**src/rtl/core/bbpo_pkg.sv**
```systemverilog
// ----------------------------------------------------------------------------
// bbpo_pkg: shared types and constants of the brick/ball/paddle overlay
// Holds bus addresses, opcode values, colors and the structs passed between
// the latch decoder, brick store, pixel classifier and top level.
// ----------------------------------------------------------------------------
package bbpo_pkg;

    // Opcodes of an input beat
    localparam logic OP_WRITE = 1'b0;
    localparam logic OP_QUERY = 1'b1;

    // Latch addresses
    localparam logic [15:0] ADDR_CTRL    = 16'hc001;
    localparam logic [15:0] ADDR_PADDLE  = 16'hc005;
    localparam logic [15:0] ADDR_BALL_X  = 16'hc006;
    localparam logic [15:0] ADDR_BALL_Y  = 16'hc007;

    // Work RAM window e000..e3ff and the snooped offsets
    localparam logic [5:0] RAM_PAGE       = 6'b111000;
    localparam logic [9:0] OFF_FLASH_ROW  = 10'h02b;
    localparam logic [9:0] OFF_FLASH_COL  = 10'h02c;
    localparam logic [9:0] OFF_BRICK_CTRL = 10'h033;
    localparam logic [4:0] OFF_STORE_HI   = 5'b00010;  // offsets 40..5f

    // Screen limits and board offsets
    localparam logic [7:0] SCREEN_X_MAX = 8'd231;
    localparam logic [7:0] SCREEN_Y_MAX = 8'd199;
    localparam logic [8:0] BOARD_X_OFS  = 9'd24;
    localparam logic [8:0] BOARD_Y_OFS  = 9'd13;

    // Paddle heights
    localparam logic [4:0] PADDLE_SHORT = 5'd8;
    localparam logic [4:0] PADDLE_TALL  = 5'd16;

    // Palette indexes
    localparam logic [3:0] COLOR_NONE   = 4'h0;
    localparam logic [3:0] COLOR_EDGE   = 4'hf;
    localparam logic [3:0] COLOR_BANK   = 4'h3;
    localparam logic [3:0] COLOR_HI     = 4'h7;
    localparam logic [3:0] COLOR_LO     = 4'h5;

    localparam int STORE_DEPTH = 32;
    localparam int STORE_AW    = 5;

    // Latched video state
    typedef struct packed {
        logic       color_bank;
        logic [4:0] paddle_height;
        logic       edge_enable;
        logic [7:0] paddle_y;
        logic [7:0] ball_x;
        logic [7:0] ball_y;
        logic [7:0] flash_row;
        logic [7:0] flash_col;
        logic [7:0] brick_control;
    } vid_state_t;

    // Brick store write port
    typedef struct packed {
        logic                en;
        logic [STORE_AW-1:0] index;
        logic [7:0]          data;
    } store_wr_t;

    // Pixel classification ahead of the store read
    typedef struct packed {
        logic       fixed_hit;
        logic       brick_cand;
        logic [2:0] brick_bit;
        logic [3:0] brick_color;
    } pix_class_t;

endpackage

```
**src/rtl/core/brick_ball_paddle_overlay_video.sv**
```systemverilog
// ----------------------------------------------------------------------------
// brick_ball_paddle_overlay_video: overlay video of a paddle-and-bricks board
// A pixel query gives its result in the cycle after acceptance, set by the
// registered read of the brick store. It accepts one beat per cycle unless a
// held result stalls the output; write beats give no result. Reset clears
// all latches and the store valid bits at once; there is no clearing pass.
// ----------------------------------------------------------------------------
module brick_ball_paddle_overlay_video
    import bbpo_pkg::*;
#(
    parameter int BRICK_ROWS = 14
)
(
    input  logic        clk,
    input  logic        rst_n,
    input  logic        in_valid,
    output logic        in_ready,
    input  logic        opcode,
    input  logic [15:0] bus_address,
    input  logic [7:0]  bus_data,
    input  logic [7:0]  pixel_x,
    input  logic [7:0]  pixel_y,
    output logic        out_valid,
    input  logic        out_ready,
    output logic        overlay_hit,
    output logic [3:0]  color_index
);

    vid_state_t          state;
    store_wr_t           store_wr;
    pix_class_t          pix;
    logic [STORE_AW-1:0] row_index;
    logic [7:0]          row_data;
    logic                in_fire;
    logic                wr_fire;
    logic                query_fire;

    logic       s1_valid_reg;
    logic       s1_valid_next;
    pix_class_t s1_pix_reg;
    logic [3:0] color;

    // Accept while the result stage is free or draining
    assign in_ready   = !s1_valid_reg || out_ready;
    assign in_fire    = in_valid && in_ready;
    assign wr_fire    = in_fire && (opcode == OP_WRITE);
    assign query_fire = in_fire && (opcode == OP_QUERY);

    bbpo_regs u_regs (
        .clk         (clk),
        .rst_n       (rst_n),
        .wr_valid    (wr_fire),
        .bus_address (bus_address),
        .bus_data    (bus_data),
        .state       (state),
        .store_wr    (store_wr)
    );

    bbpo_pixel #(
        .BRICK_ROWS (BRICK_ROWS)
    ) u_pixel (
        .pixel_x   (pixel_x),
        .pixel_y   (pixel_y),
        .state     (state),
        .pix       (pix),
        .row_index (row_index)
    );

    bbpo_store u_store (
        .clk      (clk),
        .rst_n    (rst_n),
        .wr       (store_wr),
        .rd_en    (query_fire),
        .rd_index (row_index),
        .rd_data  (row_data)
    );

    // Advance the result stage
    always_comb
    begin
        s1_valid_next = s1_valid_reg;
        if (in_fire)
            s1_valid_next = query_fire;
        else if (out_ready)
            s1_valid_next = 1'b0;
    end

    always_ff @(posedge clk or negedge rst_n)
    begin
        if (!rst_n)
            s1_valid_reg <= 1'b0;
        else
            s1_valid_reg <= s1_valid_next;
    end

    // Hold the classification next to the store read data
    always_ff @(posedge clk)
    begin
        if (query_fire)
            s1_pix_reg <= pix;
    end

    // Resolve priority with the fetched brick row
    always_comb
    begin
        if (s1_pix_reg.fixed_hit)
            color = COLOR_EDGE;
        else if (s1_pix_reg.brick_cand && row_data[s1_pix_reg.brick_bit])
            color = s1_pix_reg.brick_color;
        else
            color = COLOR_NONE;
    end

    assign out_valid   = s1_valid_reg;
    assign color_index = color;
    assign overlay_hit = (color != COLOR_NONE);

endmodule

```
**src/rtl/core/bbpo_regs.sv**
```systemverilog
// ----------------------------------------------------------------------------
// bbpo_regs: bus write decoder and video latches
// Decodes CPU write beats into the c001/c005/c006/c007 latches, the snooped
// work RAM control bytes and the brick store write port.
// ----------------------------------------------------------------------------
module bbpo_regs
    import bbpo_pkg::*;
(
    input  logic        clk,
    input  logic        rst_n,
    input  logic        wr_valid,
    input  logic [15:0] bus_address,
    input  logic [7:0]  bus_data,
    output vid_state_t  state,
    output store_wr_t   store_wr
);

    vid_state_t state_reg;
    vid_state_t state_next;
    logic       ram_hit;
    logic [9:0] ram_off;

    assign ram_hit = (bus_address[15:10] == RAM_PAGE);
    assign ram_off = bus_address[9:0];

    // Decode the write beat into the next latch values
    always_comb
    begin
        state_next = state_reg;
        if (wr_valid)
        begin
            if (bus_address == ADDR_CTRL)
            begin
                state_next.color_bank    = bus_data[6];
                state_next.paddle_height = bus_data[4] ? PADDLE_SHORT : PADDLE_TALL;
                state_next.edge_enable   = ~bus_data[3];
            end
            else if (bus_address == ADDR_PADDLE)
                state_next.paddle_y = bus_data;
            else if (bus_address == ADDR_BALL_X)
                state_next.ball_x = bus_data;
            else if (bus_address == ADDR_BALL_Y)
                state_next.ball_y = bus_data;
            else if (ram_hit && ram_off == OFF_FLASH_ROW)
                state_next.flash_row = bus_data;
            else if (ram_hit && ram_off == OFF_FLASH_COL)
                state_next.flash_col = bus_data;
            else if (ram_hit && ram_off == OFF_BRICK_CTRL)
                state_next.brick_control = bus_data;
        end
    end

    // Route brick bytes to the store
    always_comb
    begin
        store_wr.en    = wr_valid && ram_hit && (ram_off[9:5] == OFF_STORE_HI);
        store_wr.index = ram_off[STORE_AW-1:0];
        store_wr.data  = bus_data;
    end

    // Hold the latches
    always_ff @(posedge clk or negedge rst_n)
    begin
        if (!rst_n)
            state_reg <= '0;
        else
            state_reg <= state_next;
    end

    assign state = state_reg;

endmodule

```
**src/rtl/core/bbpo_store.sv**
```systemverilog
// ----------------------------------------------------------------------------
// bbpo_store: brick row store
// 32 x 8 synchronous memory with one write and one registered read port.
// Per-entry valid bits make unwritten rows read as zero right after reset.
// ----------------------------------------------------------------------------
module bbpo_store
    import bbpo_pkg::*;
(
    input  logic                clk,
    input  logic                rst_n,
    input  store_wr_t           wr,
    input  logic                rd_en,
    input  logic [STORE_AW-1:0] rd_index,
    output logic [7:0]          rd_data
);

    logic [7:0]             mem [STORE_DEPTH];
    logic [STORE_DEPTH-1:0] valid_reg;
    logic [7:0]             rd_data_reg;

    // Write the array
    always_ff @(posedge clk)
    begin
        if (wr.en)
            mem[wr.index] <= wr.data;
    end

    // Mark written entries
    always_ff @(posedge clk or negedge rst_n)
    begin
        if (!rst_n)
            valid_reg <= '0;
        else if (wr.en)
            valid_reg[wr.index] <= 1'b1;
    end

    // Register the read, masking never-written rows to zero
    always_ff @(posedge clk)
    begin
        if (rd_en)
            rd_data_reg <= valid_reg[rd_index] ? mem[rd_index] : 8'h00;
    end

    assign rd_data = rd_data_reg;

endmodule

```
**src/rtl/core/bbpo_pixel.sv**
```systemverilog
// ----------------------------------------------------------------------------
// bbpo_pixel: pixel classifier
// Maps a screen pixel to board space, tests paddle, edges and ball, and
// prepares the brick cell test and the store row index for the read.
// ----------------------------------------------------------------------------
module bbpo_pixel
    import bbpo_pkg::*;
#(
    parameter int BRICK_ROWS = 14
)
(
    input  logic [7:0]          pixel_x,
    input  logic [7:0]          pixel_y,
    input  vid_state_t          state,
    output pix_class_t          pix,
    output logic [STORE_AW-1:0] row_index
);

    localparam logic [8:0] ROW_SPAN = 9'(BRICK_ROWS * 16);

    logic       on_screen;
    logic [8:0] bx;
    logic [8:0] by;
    logic [9:0] bx_ball;
    logic [8:0] dx;
    logic [8:0] dy;
    logic [3:0] row;
    logic [2:0] bit_sel;
    logic       in_lane;
    logic       bat_hit;
    logic       edge_hit;
    logic       ball_hit;
    logic       brick_area;
    logic       blink_out;

    assign on_screen = (pixel_x <= SCREEN_X_MAX) && (pixel_y <= SCREEN_Y_MAX);
    assign bx        = {1'b0, pixel_x} + BOARD_X_OFS;
    assign by        = {1'b0, pixel_y} + BOARD_Y_OFS;
    assign bx_ball   = {1'b0, bx} + 10'd10;
    assign in_lane   = (bx >= 9'd38) && (bx <= 9'd41);

    // Paddle, edges and ball
    assign bat_hit = state.edge_enable && in_lane
                  && (by >= {1'b0, state.paddle_y})
                  && (by < ({1'b0, state.paddle_y} + {4'b0, state.paddle_height}));

    assign edge_hit = ((bx < 9'd216) && (by >= 9'd16) && (by <= 9'd19))
                   || ((bx >= 9'd216) && (bx <= 9'd221) && (by >= 9'd16) && (by <= 9'd241))
                   || ((bx < 9'd216) && (by >= 9'd238) && (by <= 9'd241))
                   || (!state.edge_enable && in_lane && (by >= 9'd16) && (by <= 9'd241));

    assign ball_hit = (bx_ball >= {2'b0, state.ball_x})
                   && (bx_ball < ({2'b0, state.ball_x} + 10'd3))
                   && (by >= {1'b0, state.ball_y})
                   && (by < ({1'b0, state.ball_y} + 9'd3));

    // Brick cell position and gaps
    assign dx      = bx - 9'd152;
    assign dy      = by - 9'd16;
    assign bit_sel = dx[4:2];
    assign row     = dy[7:4];

    assign brick_area = (bx >= 9'd152) && (bx <= 9'd183)
                     && (by >= 9'd16) && (dy < ROW_SPAN)
                     && (dx[1:0] != 2'b11) && (dy[3:0] != 4'hf);

    assign blink_out = (state.brick_control[1:0] == 2'b11)
                    && (state.flash_col == {5'b0, bit_sel})
                    && (state.flash_row == {4'b0, row});

    // Bank select picks the upper half of the store
    assign row_index = {state.brick_control[4], row};

    always_comb
    begin
        pix.fixed_hit  = on_screen && (bat_hit || edge_hit || ball_hit);
        pix.brick_cand = on_screen && brick_area && !blink_out;
        pix.brick_bit  = bit_sel;
        if (state.color_bank)
            pix.brick_color = COLOR_BANK;
        else if (bit_sel[2])
            pix.brick_color = COLOR_HI;
        else
            pix.brick_color = COLOR_LO;
    end

endmodule

```
**config.mk**
```make
export PLATFORM = sky130hd
export DESIGN_NAME = brick_ball_paddle_overlay_video
export DESIGN_NICKNAME = d
export VERILOG_FILES = /design/src/rtl/core/bbpo_pkg.sv /design/src/rtl/core/brick_ball_paddle_overlay_video.sv /design/src/rtl/core/bbpo_regs.sv /design/src/rtl/core/bbpo_store.sv /design/src/rtl/core/bbpo_pixel.sv
export SDC_FILE = /design/constraint.sdc
export NUM_CORES = 1
export LEC_CHECK = 0
export BUFFER_PORTS_ARGS = -buffer_cell sky130_fd_sc_hd__buf_2
export CAP_MARGIN = 20
export CELL_PAD_IN_SITES_DETAIL_PLACEMENT = 1
export CELL_PAD_IN_SITES_GLOBAL_PLACEMENT = 1
export CORE_UTILIZATION = 50
export CTS_CLUSTER_SIZE = 10
export DETAILED_ROUTE_END_ITERATION = 16
export PLACE_DENSITY = 0.76
export REMOVE_ABC_BUFFERS = 1
export SYNTH_ARGS = -nofsm -noshare
export SYNTH_HDL_FRONTEND = slang
export SYNTH_SLANG_ARGS = --single-unit
```
**constraint.sdc**
```tcl
create_clock -name clk -period 2.66 [get_ports clk]
set_input_delay 0.266 -clock clk [delete_from_list [all_inputs] [get_ports clk]]
set_output_delay 0.266 -clock clk [all_outputs]
set_load 0.1 [all_outputs]
```
==> summary.txt, run 1 <==
Synth
  – Synth top area cells: edfxtp_1, dfrtp_1, mux4_2
  – Leading area contributor after synthesis: edfxtp_1
  – FF+latch count, synth: 351
  – Syn Std Cell Area: 0.0164 mm²
  – Synth Instances: 1162
  – Synth unique cells: 67
  – Main flop type after synthesis: edfxtp_1
  – Synth top area share: 0.496
  – Synth async-reset ratio: 0.228
  – Post-synth EDFFs: 271
  – Ys Warns: 0
  – Synthesized area per cell: 14.1 µm²
  – Sequential area share after synthesis: 0.618

Drt
  – Total number of vias: 11.0k
  – Wire per inst: 25.8 µm
  – Vias per Instance: 5.99
  – Post-route ant nets: 0
  – DRC Markers: 0
  – Total Routed Length: 47.6 mm
  – DR iter-0 viols: 811
  – DR pass1 iterations: 5

Clock network
  – H-Tree Depth: 2
  – Clk slew on worst S/H paths: 0.06 ns
  – Clk_lat worst skew: 0.54 ns
  – Total CTS buffers: 41
  – Clock sink count: 351
  – Worst-case clock buffer depth: 3
  – Root Buffer: clkbuf_16
  – CTS tree: built

Timing
  – Final hold vios: 0
  – Fmax: 371 MHz
  – Setup TNS: -0.0639 ns
  – Max Slew Vio Count: 0
  – RSZ-0062 raised after global routing: yes
  – Final worst slack: -0.0340 ns
  – Final Hold Slack: 0.0642 ns
  – Post-route minimum period: 2.69 ns
  – Final setup viols: 3
  – Worst slew margin: 0.364
  – Final clock skew: 0.0154 ns
  – Least-Margin Pin Slew: 0.954 ns
  – Final period util: 1.01

Place
  – Detailed Place HPWL: 30.9 mm
  – Gpl congestion: 0.866
  – Port Buffers: 51
  – Pre-CTS WS: -0.836 ns
  – Area post-placement: 0.0183 mm²
  – Placed instance count: 1757

Die
  – Die height: 183 µm
  – Initial core utilization: 0.515
  – Die W: 183 µm
  – DIE AREA: 0.0335 mm²
  – Io pins: 52
  – Site row count: 65
  – Core area: 0.0319 mm²

Setup path
  – Critical R2R Capture: s1_pix_reg[8]$_DFFE_PP_
  – Reg2reg path depth: 11
  – Critical-path cell list: buf_2, ha_2, buf_4, or3_1, or3_4, a21o_1, nand2_4, buf_12, mux2i_1, o22ai_4, nor4_2, buf_4, nor4_4
  – Slowest cell delay on critical path: 0.39 ns
  – Critical path endpoint category: flip-flop
  – Crit path DAT: 2.98 ns
  – CP delay by family, top: simple AND/OR/NAND/NOR gates
  – Slowest stage cell, crit path: or3_1
  – WP buf/inv: 4
  – Worst r2r src: u_regs.state[43]$_DFFE_PN0P_
  – Cell mode on critical path: buf_4
  – Crit start category: input port
  – R2R Setup Slk: 0.04 ns
  – Worst setup path class: input port to flip-flop
  – CP Data Required Time: 2.95 ns
  – CP Max Fanout: 11

Global route
  – Total GRT Usage: 0.289
  – Pin count of the biggest net entering global routing: 49
  – Vias in the first global route: 11.7k
  – Total gr overflow: 0
  – Initial antenna violation count: 1
  – First-pass GRT wire length: 71.2 mm

Final layout
  – Fin cells: 1844
  – Register Area: 0.0101 mm²
  – Area of the multi-input gates: 0.00633 mm²
  – Post-route cell area: 0.0203 mm²
  – Commonest non-fill, non-tap cells in the layout: edfxtp_1, buf_4, nand2_1, dfrtp_1, ha_1
  – Post-layout util: 0.636
  – Syn-to-layout area delta: 23.6%
  – Fillers: 3015
  – Largest register FFs: 256
  – Final nets: 1501
  – Layout cell share with drive strength beyond 1: 0.344
  – Most common cell after layout, fill and taps aside: edfxtp_1

Power
  – Clock Power Share: 0.380
  – Power Density: 645 mW/mm²
  – Flop pwr share: 0.455
  – Gate power share: 0.164
  – Total Power: 13.1 mW
  – Net Switching: 3.28 mW
  – Max IR drop VDD: 0.546 mV
  – Leakage power: 7.86 nW
  – Sw Ratio: 0.251
  – Internal power: 9.80 mW

Run
  – Max cap viols: 0

Min path
  – HP Start: in_valid
  – Min-delay worst type: input port to flip-flop
  – Hold Path Depth: 3
  – Hold Path End: out_valid$_DFFE_PN0P_

Status
  – Status: complete, but fails checks
  – Violated checks: negative setup slack
==> worst max path at each step <==
stage,from,endpoint,slack (ns),cells past startpoint
detailed placement,pixel_y[0],u_store.rd_data[6]$_SDFFCE_PN0P_,-0.84,11
global route,pixel_y[1],u_store.rd_data[2]$_SDFFCE_PN0P_,-0.11,13
CTS,pixel_y[1],u_store.rd_data[2]$_SDFFCE_PN0P_,-0.02,12
finish,pixel_y[1],u_store.rd_data[3]$_SDFFCE_PN0P_,-0.03,13
global placement,pixel_y[0],u_store.rd_data[3]$_SDFFCE_PN0P_,-0.76,11
floorplan,pixel_y[0],u_store.rd_data[0]$_SDFFCE_PN0P_,-3.35,11
==> cell usage after synthesis (10+ instances only) <==
cell type	number
edfxtp_1	271
nand2_1	99
dfrtp_1	80
ha_1	68
nor2_1	62
a21oi_1	56
mux2_2	46
inv_1	41
mux4_2	41
or2_2	36
mux2i_1	35
nor4_1	31
xnor2_1	26
clkbuf_1	25
o21ai_0	25
nand3_1	24
nor2b_1	18
o22ai_1	17
nand2b_1	14
xor2_1	12
buf_4	10
nor3_1	10
==> final cells by class <==
| class | count | area share |
|---|---|---|
| antenna | 1 | 0.000123 |
| clock buffer | 61 | 0.0553 |
| multi-input combinational | 720 | 0.312 |
| timing repair buffer | 232 | 0.0971 |
| tap | 435 | 0.0268 |
| inverter | 41 | 0.00759 |
| sequential | 351 | 0.500 |
| clock inverter | 3 | 0.00111 |
==> kinds of logic after synthesis <==
kind of cell / Yosys count / share of synthesized area
flip-flops: 351 / 0.618
buffers and inverters: 91 / 0.0267
XOR/XNOR: 39 / 0.0213
AND/OR/NAND/NOR: 321 / 0.0979
multiplexers: 128 / 0.119
AO/OA/AOI/OAI: 163 / 0.0641
adder cells (fa/ha/maj): 69 / 0.0531
==> routing by layer <==
layer / global-route usage / part of all wire / up-vias / wire length [µm]
met5: 0 / 0.00027 / - / 13
met4: 0.0923 / 0.028 / 2 / 1330
met3: 0.0425 / 0.050 / 88 / 2380
met2: 0.494 / 0.51 / 345 / 24200
met1: 0.381 / 0.41 / 5756 / 19700
li1: - / - / 4850 / -
==> worst register-to-register path: cells and delay by family (launching register included) <==
family | cells | cell delay (ns)
fa+ha+maj | 3 | 0.86
xor+xnor | 1 | 0.18
compound gates | 6 | 0.90
buf+inv | 1 | 0.16
flops | 1 | 0.38
==> power groups by stage <==
stage	clock network [mW]	logic, mW	registers (mW)
after floorplan	0	0.885	6.08
after global placement	0	1.74	6.06
after detailed placement	0	1.80	6.06
after CTS	5.02	2.02	5.96
after global routing	5.24	2.28	5.95
final	4.98	2.15	5.96
==> what timing repair did <==
action                                  CTS  global route
resized for setup                        62            60
cloned                                    3             0
hold endpoints to repair                 46             0
hold buffers                              1             0
endpoints found under the setup margin   12            13
buffers inserted                         13             8
pin swaps                                27            28
Power figures use the tool's default switching activity.
==> run 2, diff against run 1 <==
Settings changed: RECOVER_POWER set to 100, SKIP_LAST_GASP set to 1.
==> run 2 against run 1 <==
Compared with the run above:
- the flow finishes with violations (max-capacitance violations, max-slew violations, negative setup slack)
- critical path depth is 1 higher
- fmax is 0.41% higher
- register-to-register slack worse by 0.03 ns
- worst hold slack worse by 0.0072 ns
- largest cell class unchanged
==> summary.txt, run 2 (synthesized netlist as in run 1, its figures left out) <==
Final layout
  – Largest register FFs: 256
  – Final nets: 1502
  – Syn-to-layout area delta: 22.6%
  – Post-layout util: 0.631
  – Commonest non-fill, non-tap cells in the layout: edfxtp_1, buf_4, nand2_1, dfrtp_1, ha_1
  – Most common cell after layout, fill and taps aside: edfxtp_1
  – Layout cell share with drive strength beyond 1: 0.326

Timing
  – Final clock skew: 0.0180 ns
  – RSZ-0062 raised after global routing: yes
  – Worst slew margin: -0.471
  – Final worst slack: -0.0229 ns
  – Fmax: 373 MHz
  – Final period util: 1.01
  – Setup TNS: -0.0437 ns
  – Least-Margin Pin Slew: 2.21 ns
  – Final hold vios: 0
  – Post-route minimum period: 2.68 ns
  – Max Slew Vio Count: 311
  – Final setup viols: 2

Die
  – Io pins: 52
  – Die height: 183 µm
  – Core area: 0.0319 mm²
  – Die W: 183 µm
  – Site row count: 65
  – Initial core utilization: 0.515
  – DIE AREA: 0.0335 mm²

Drt
  – Vias per Instance: 5.99
  – Total number of vias: 11.1k
  – DR pass1 iterations: 5
  – DR iter-0 viols: 859
  – DRC Markers: 0
  – Total Routed Length: 47.6 mm
  – Wire per inst: 25.8 µm
  – Post-route ant nets: 0

Power
  – Flop pwr share: 0.456
  – Leakage power: 7.80 nW
  – Clock Power Share: 0.381
  – Internal power: 9.80 mW
  – Power Density: 650 mW/mm²
  – Gate power share: 0.163
  – Sw Ratio: 0.251
  – Net Switching: 3.28 mW
  – Max IR drop VDD: 0.548 mV

Run
  – Max cap viols: 8

Setup path
  – Crit start category: input port
  – Worst setup path class: input port to flip-flop
  – Critical path endpoint category: flip-flop
  – CP Data Required Time: 2.94 ns
  – Reg2reg path depth: 11
  – Crit path DAT: 2.97 ns
  – CP Max Fanout: 10

Clock network
  – Worst-case clock buffer depth: 3
  – Root Buffer: clkbuf_16
  – Clk slew on worst S/H paths: 0.06 ns
  – H-Tree Depth: 2
  – Clk_lat worst skew: 0.53 ns
  – Clock sink count: 351
  – CTS tree: built
  – Total CTS buffers: 41

Min path
  – Min-delay worst type: input port to flip-flop
  – Hold Path Depth: 3

Place
  – Detailed Place HPWL: 30.9 mm
  – Port Buffers: 51
  – Gpl congestion: 0.866

Global route
  – Initial antenna violation count: 1
  – Total GRT Usage: 0.289
  – Vias in the first global route: 11.7k
  – First-pass GRT wire length: 71.2 mm
  – Pin count of the biggest net entering global routing: 49
  – Total gr overflow: 0

Status
  – Violated checks: max-capacitance violations, max-slew violations, negative setup slack
  – Status: complete, but fails checks
==> run 2: cell count changes in the layout (fill, tap and decap cells not counted), moves of 3 or more <==
cell / change
mux2i_4: -4
a21oi_2: -4
clkbuf_2: +35
buf_2: -11
a21oi_1: +4
buf_4: -43
mux2i_1: +3
clkbuf_1: +18
==> run 2: final timing paths <==
check / start / end / slack, ns
worst max-delay path: pixel_y[1] / u_store.rd_data[5]$_SDFFCE_PN0P_ / -0.02
worst min-delay path: in_valid / out_valid$_DFFE_PN0P_ / 0.06
worst max register to register: u_regs.state[43]$_DFFE_PN0P_ / s1_pix_reg[8]$_DFFE_PP_ / 0.01
worst min register to register: u_store.valid_reg[15]$_DFFE_PN0P_ / u_store.valid_reg[15]$_DFFE_PN0P_ / 0.47
max in group asynchronous: rst_n / u_regs.state[23]$_DFFE_PN0P_ / 0.54
min in group asynchronous: rst_n / out_valid$_DFFE_PN0P_ / 0.59
==> run 2: timing repair <==
action,4_1_cts,5_1_grt
endpoints found under the hold margin,46,0
hold buffers,1,0
pin swaps,26,27
buffers inserted,13,8
cloned,3,0
gates resized for setup,61,44
endpoints found under the setup margin,12,13
==> run 2: critical path: stages <==
cell and delay [ns]:
buf_2 0.11, ha_2 0.19, buf_4 0.14, or3_1 0.39
or3_4 0.37, a21o_1 0.23, nand2_4 0.14, buf_12 0.13
buf_16 0.14, mux2i_2 0.28, o22ai_4 0.12, nor4_4 0.24
buf_4 0.16, nor4_2 0.04
==> run 2: final cells by class <==
type	instances	area, µm²
multi-input cells	720	6240
fillers	3022	11800
flip-flops and latches	351	10100
repair buffers	233	1890
clock buffers	61	1120
well taps	435	544
inverters	41	154
clock inverters	3	22.5
diodes	1	2.50
==> run 2: power groups by stage <==
| stage | clock network [mW] | logic, mW | registers [mW] |
|---|---|---|---|
| 2_1_floorplan | 0 | 0.885 | 6.08 |
| 3_3_place_gp | 0 | 1.74 | 6.06 |
| 3_5_place_dp | 0 | 1.80 | 6.06 |
| 4_1_cts | 5.02 | 2.01 | 5.96 |
| 5_1_grt | 5.24 | 2.27 | 5.96 |
| 6_report | 4.98 | 2.14 | 5.96 |
==> run 2: metrics by stage <==
| step | instances | hold slack (ns) | setup WS, ns | area (µm²) | total power, mW |
|---|---|---|---|---|---|
| 2_1_floorplan | 1112 | -0.0296 | -3.35 | 16100 | 6.96 |
| 3_3_place_gp | 1757 | 0.335 | -0.759 | 18300 | 7.80 |
| 3_5_place_dp | 1757 | 0.345 | -0.836 | 18300 | 7.86 |
| 4_1_cts | 1838 | 0.0779 | -0.0174 | 19900 | 13.0 |
| 5_1_grt | 1844 | 0.0815 | -0.121 | 20100 | 13.5 |
| 6_report | 1845 | 0.0570 | -0.0229 | 20100 | 13.1 |
==> run 2: per-layer routing <==
metal	GRT usage	up-vias	wire, µm
li1	-	4852	-
met1	0.381	5767	19800
met2	0.494	346	24200
met3	0.0427	89	2320
met4	0.0923	2	1300
met5	0	-	13
==> run 3, diff against run 2 <==
Settings changed: PLACE_DENSITY 0.76 to 0.75, SYNTH_HIERARCHICAL set to 1.
==> run 3 against run 2 <==
Compared with the run above:
- the run still ends with max-capacitance violations, max-slew violations, negative setup slack left
- non-clock buffer count is 21 higher
- critical path depth fell by 1
- highest routed layer is now met4
- largest cell class unchanged
- first-iteration DRC count increased by 27%
- final cell count increased by 1.4%
- wire length increased by 2.7%
- largest power group unchanged
==> summary.txt, run 3 <==
Timing
  – Final setup viols: 34
  – Final clock skew: 0.0180 ns
  – Max Slew Vio Count: 311
  – Final period util: 1.02
  – Least-Margin Pin Slew: 2.28 ns
  – Post-route minimum period: 2.71 ns
  – Final hold vios: 0
  – Fmax: 369 MHz
  – Worst slew margin: -0.522
  – RSZ-0062 raised after global routing: yes
  – Setup TNS: -0.463 ns
  – Final worst slack: -0.0488 ns

Place
  – Port Buffers: 51
  – Placed instance count: 1777
  – Detailed Place HPWL: 32.2 mm
  – Pre-CTS WS: -1.01 ns
  – Gpl congestion: 0.878

Setup path
  – CP Data Required Time: 2.95 ns
  – WP buf/inv: 4
  – CP Max Fanout: 10
  – CP delay by family, top: simple AND/OR/NAND/NOR gates
  – Cell mode on critical path: ha_4
  – Critical-path cell list: buf_4, ha_4, or4_4, and2_4, ha_4, inv_8, buf_6, nor2b_4, buf_12, a221oi_2, o21ai_0, nand3_2, o211a_1
  – Critical path endpoint category: flip-flop
  – Slowest stage cell, crit path: or4_4
  – R2R Setup Slk: -0.03 ns
  – Reg2reg path depth: 10
  – Worst setup path class: input port to flip-flop
  – Critical R2R Capture: u_store/mem[28][2]$_DFFE_PP_
  – Critical path depth in cells: 13
  – Crit start category: input port
  – Slowest cell delay on critical path: 0.49 ns
  – Worst r2r src: out_valid$_DFFE_PN0P_
  – Crit path DAT: 3.00 ns

Min path
  – Hold Path Depth: 4
  – Min-delay worst type: input port to flip-flop
  – Hold Path End: out_valid$_DFFE_PN0P_
  – HP Start: out_ready

Final layout
  – Syn-to-layout area delta: 20.7%
  – Largest register FFs: 256
  – Commonest non-fill, non-tap cells in the layout: edfxtp_1, buf_4, dfrtp_1, ha_1, mux2i_1
  – Fin cells: 1870
  – Layout cell share with drive strength beyond 1: 0.336
  – Most common cell after layout, fill and taps aside: edfxtp_1
  – Final nets: 1513

Clock network
  – CTS tree: built
  – Clk slew on worst S/H paths: 0.06 ns
  – Clk_lat worst skew: 0.54 ns
  – Total CTS buffers: 42
  – Worst-case clock buffer depth: 3
  – H-Tree Depth: 2
  – Root Buffer: clkbuf_16
  – Clock sink count: 353

Die
  – Initial core utilization: 0.513
  – Core area: 0.0338 mm²
  – Site row count: 67
  – Die height: 188 µm
  – Io pins: 52
  – DIE AREA: 0.0354 mm²
  – Die W: 188 µm

Power
  – Sw Ratio: 0.247
  – Flop pwr share: 0.451
  – Power Density: 635 mW/mm²
  – Leakage power: 8.25 nW
  – Clock Power Share: 0.402
  – Net Switching: 3.27 mW
  – Gate power share: 0.147
  – Max IR drop VDD: 0.354 mV
  – Internal power: 10.0 mW

Status
  – Violated checks: max-capacitance violations, max-slew violations, negative setup slack
  – Status: complete, but fails checks

Synth
  – Syn Std Cell Area: 0.0173 mm²
  – Synth Instances: 1161
  – Ys Warns: 6
  – Synthesized area per cell: 14.9 µm²

Global route
  – Total GRT Usage: 0.279
  – First-pass GRT wire length: 73.6 mm
  – Initial antenna violation count: 0
  – Vias in the first global route: 12.0k
  – Pin count of the biggest net entering global routing: 46
  – Total gr overflow: 0

Drt
  – Wire per inst: 26.1 µm
  – Post-route ant nets: 0
  – DR iter-0 viols: 1090
  – DRC Markers: 0
  – Total number of vias: 11.2k
  – Total Routed Length: 48.9 mm
  – DR pass1 iterations: 5
  – Vias per Instance: 5.99

Run
  – Max cap viols: 8
## run 3: per-stage QoR
| step | power [mW] | util | cell area [µm²] | hold slack (ns) |
|---|---|---|---|---|
| 4_1_cts | 13.3 | 0.614 | 20700 | 0.0730 |
| 3_5_place_dp | 7.80 | 0.564 | 19000 | 0.359 |
| 5_1_grt | 13.7 | 0.619 | 20900 | 0.175 |
| 2_1_floorplan | 7.01 | - | 16700 | -0.0296 |
| 6_report | 13.3 | 0.619 | 20900 | 0.140 |
| 3_3_place_gp | 7.73 | 0.564 | 19000 | 0.349 |
## run 3: power by group through the flow
stage / combinational [mW] / sequential [mW] / clock (mW)
floorplan: 0.913 / 6.09 / 0
global placement: 1.64 / 6.08 / 0
detailed placement: 1.71 / 6.09 / 0
CTS: 1.88 / 5.98 / 5.40
global route: 2.07 / 5.98 / 5.60
finish: 1.95 / 5.98 / 5.34
## run 3: layer usage
layer / vias up / share of wire / GRT usage
li1: 4946 / - / -
met1: 5790 / 0.41 / 0.362
met2: 377 / 0.51 / 0.482
met3: 86 / 0.049 / 0.0408
met4: 0 / 0.029 / 0.0876
met5: - / 0 / 0
## run 3: final cells by class
type	instances	area, µm²
Antenna cell	1	2.50
Clock buffer	70	1250
Clock inverter	2	12.5
Fill cell	3146	12900
Inverter	50	200
Multi-Input combinational cell	691	6650
Sequential cell	353	10200
Tap cell	448	561
Timing Repair Buffer	254	2040
Timing Repair inverter	1	6.26
## run 3: timing repair
| item | CTS | global route |
|---|---|---|
| hold buffers | 3 | 0 |
| hold endpoints to repair | 44 | 0 |
| setup endpoints to repair | 78 | 177 |
| pin swaps | 10 | 25 |
| gates cloned | 4 | 1 |
| resized for setup | 55 | 49 |
| setup buffers | 6 | 6 |
## run 3: how the worst max path moves through the flow
stage,end,startpoint,slack (ns)
6_report,u_store/rd_data[5]$_SDFFCE_PN0P_,pixel_y[1],-0.05
5_1_grt,u_store/mem[10][0]$_DFFE_PP_,out_valid$_DFFE_PN0P_,-0.20
4_1_cts,s1_pix_reg[8]$_DFFE_PP_,u_regs/state[25]$_DFFE_PN0P_,-0.08
3_5_place_dp,u_store/rd_data[3]$_SDFFCE_PN0P_,pixel_y[0],-1.01
3_3_place_gp,u_store/rd_data[3]$_SDFFCE_PN0P_,pixel_y[0],-0.89
2_1_floorplan,u_store/rd_data[0]$_SDFFCE_PN0P_,pixel_y[0],-4.93
## run 3: worst register-to-register path, stage by stage (launching register included)
cell	delay, ns
dfrtp_1	0.40
nand2b_1	0.10
nand2_1	0.06
nor2_1	0.21
nor4b_2	0.25
nand4b_1	0.14
nor3_1	0.19
buf_4	0.16
or3b_4	0.47
nor2_1	0.18
buf_4	0.22
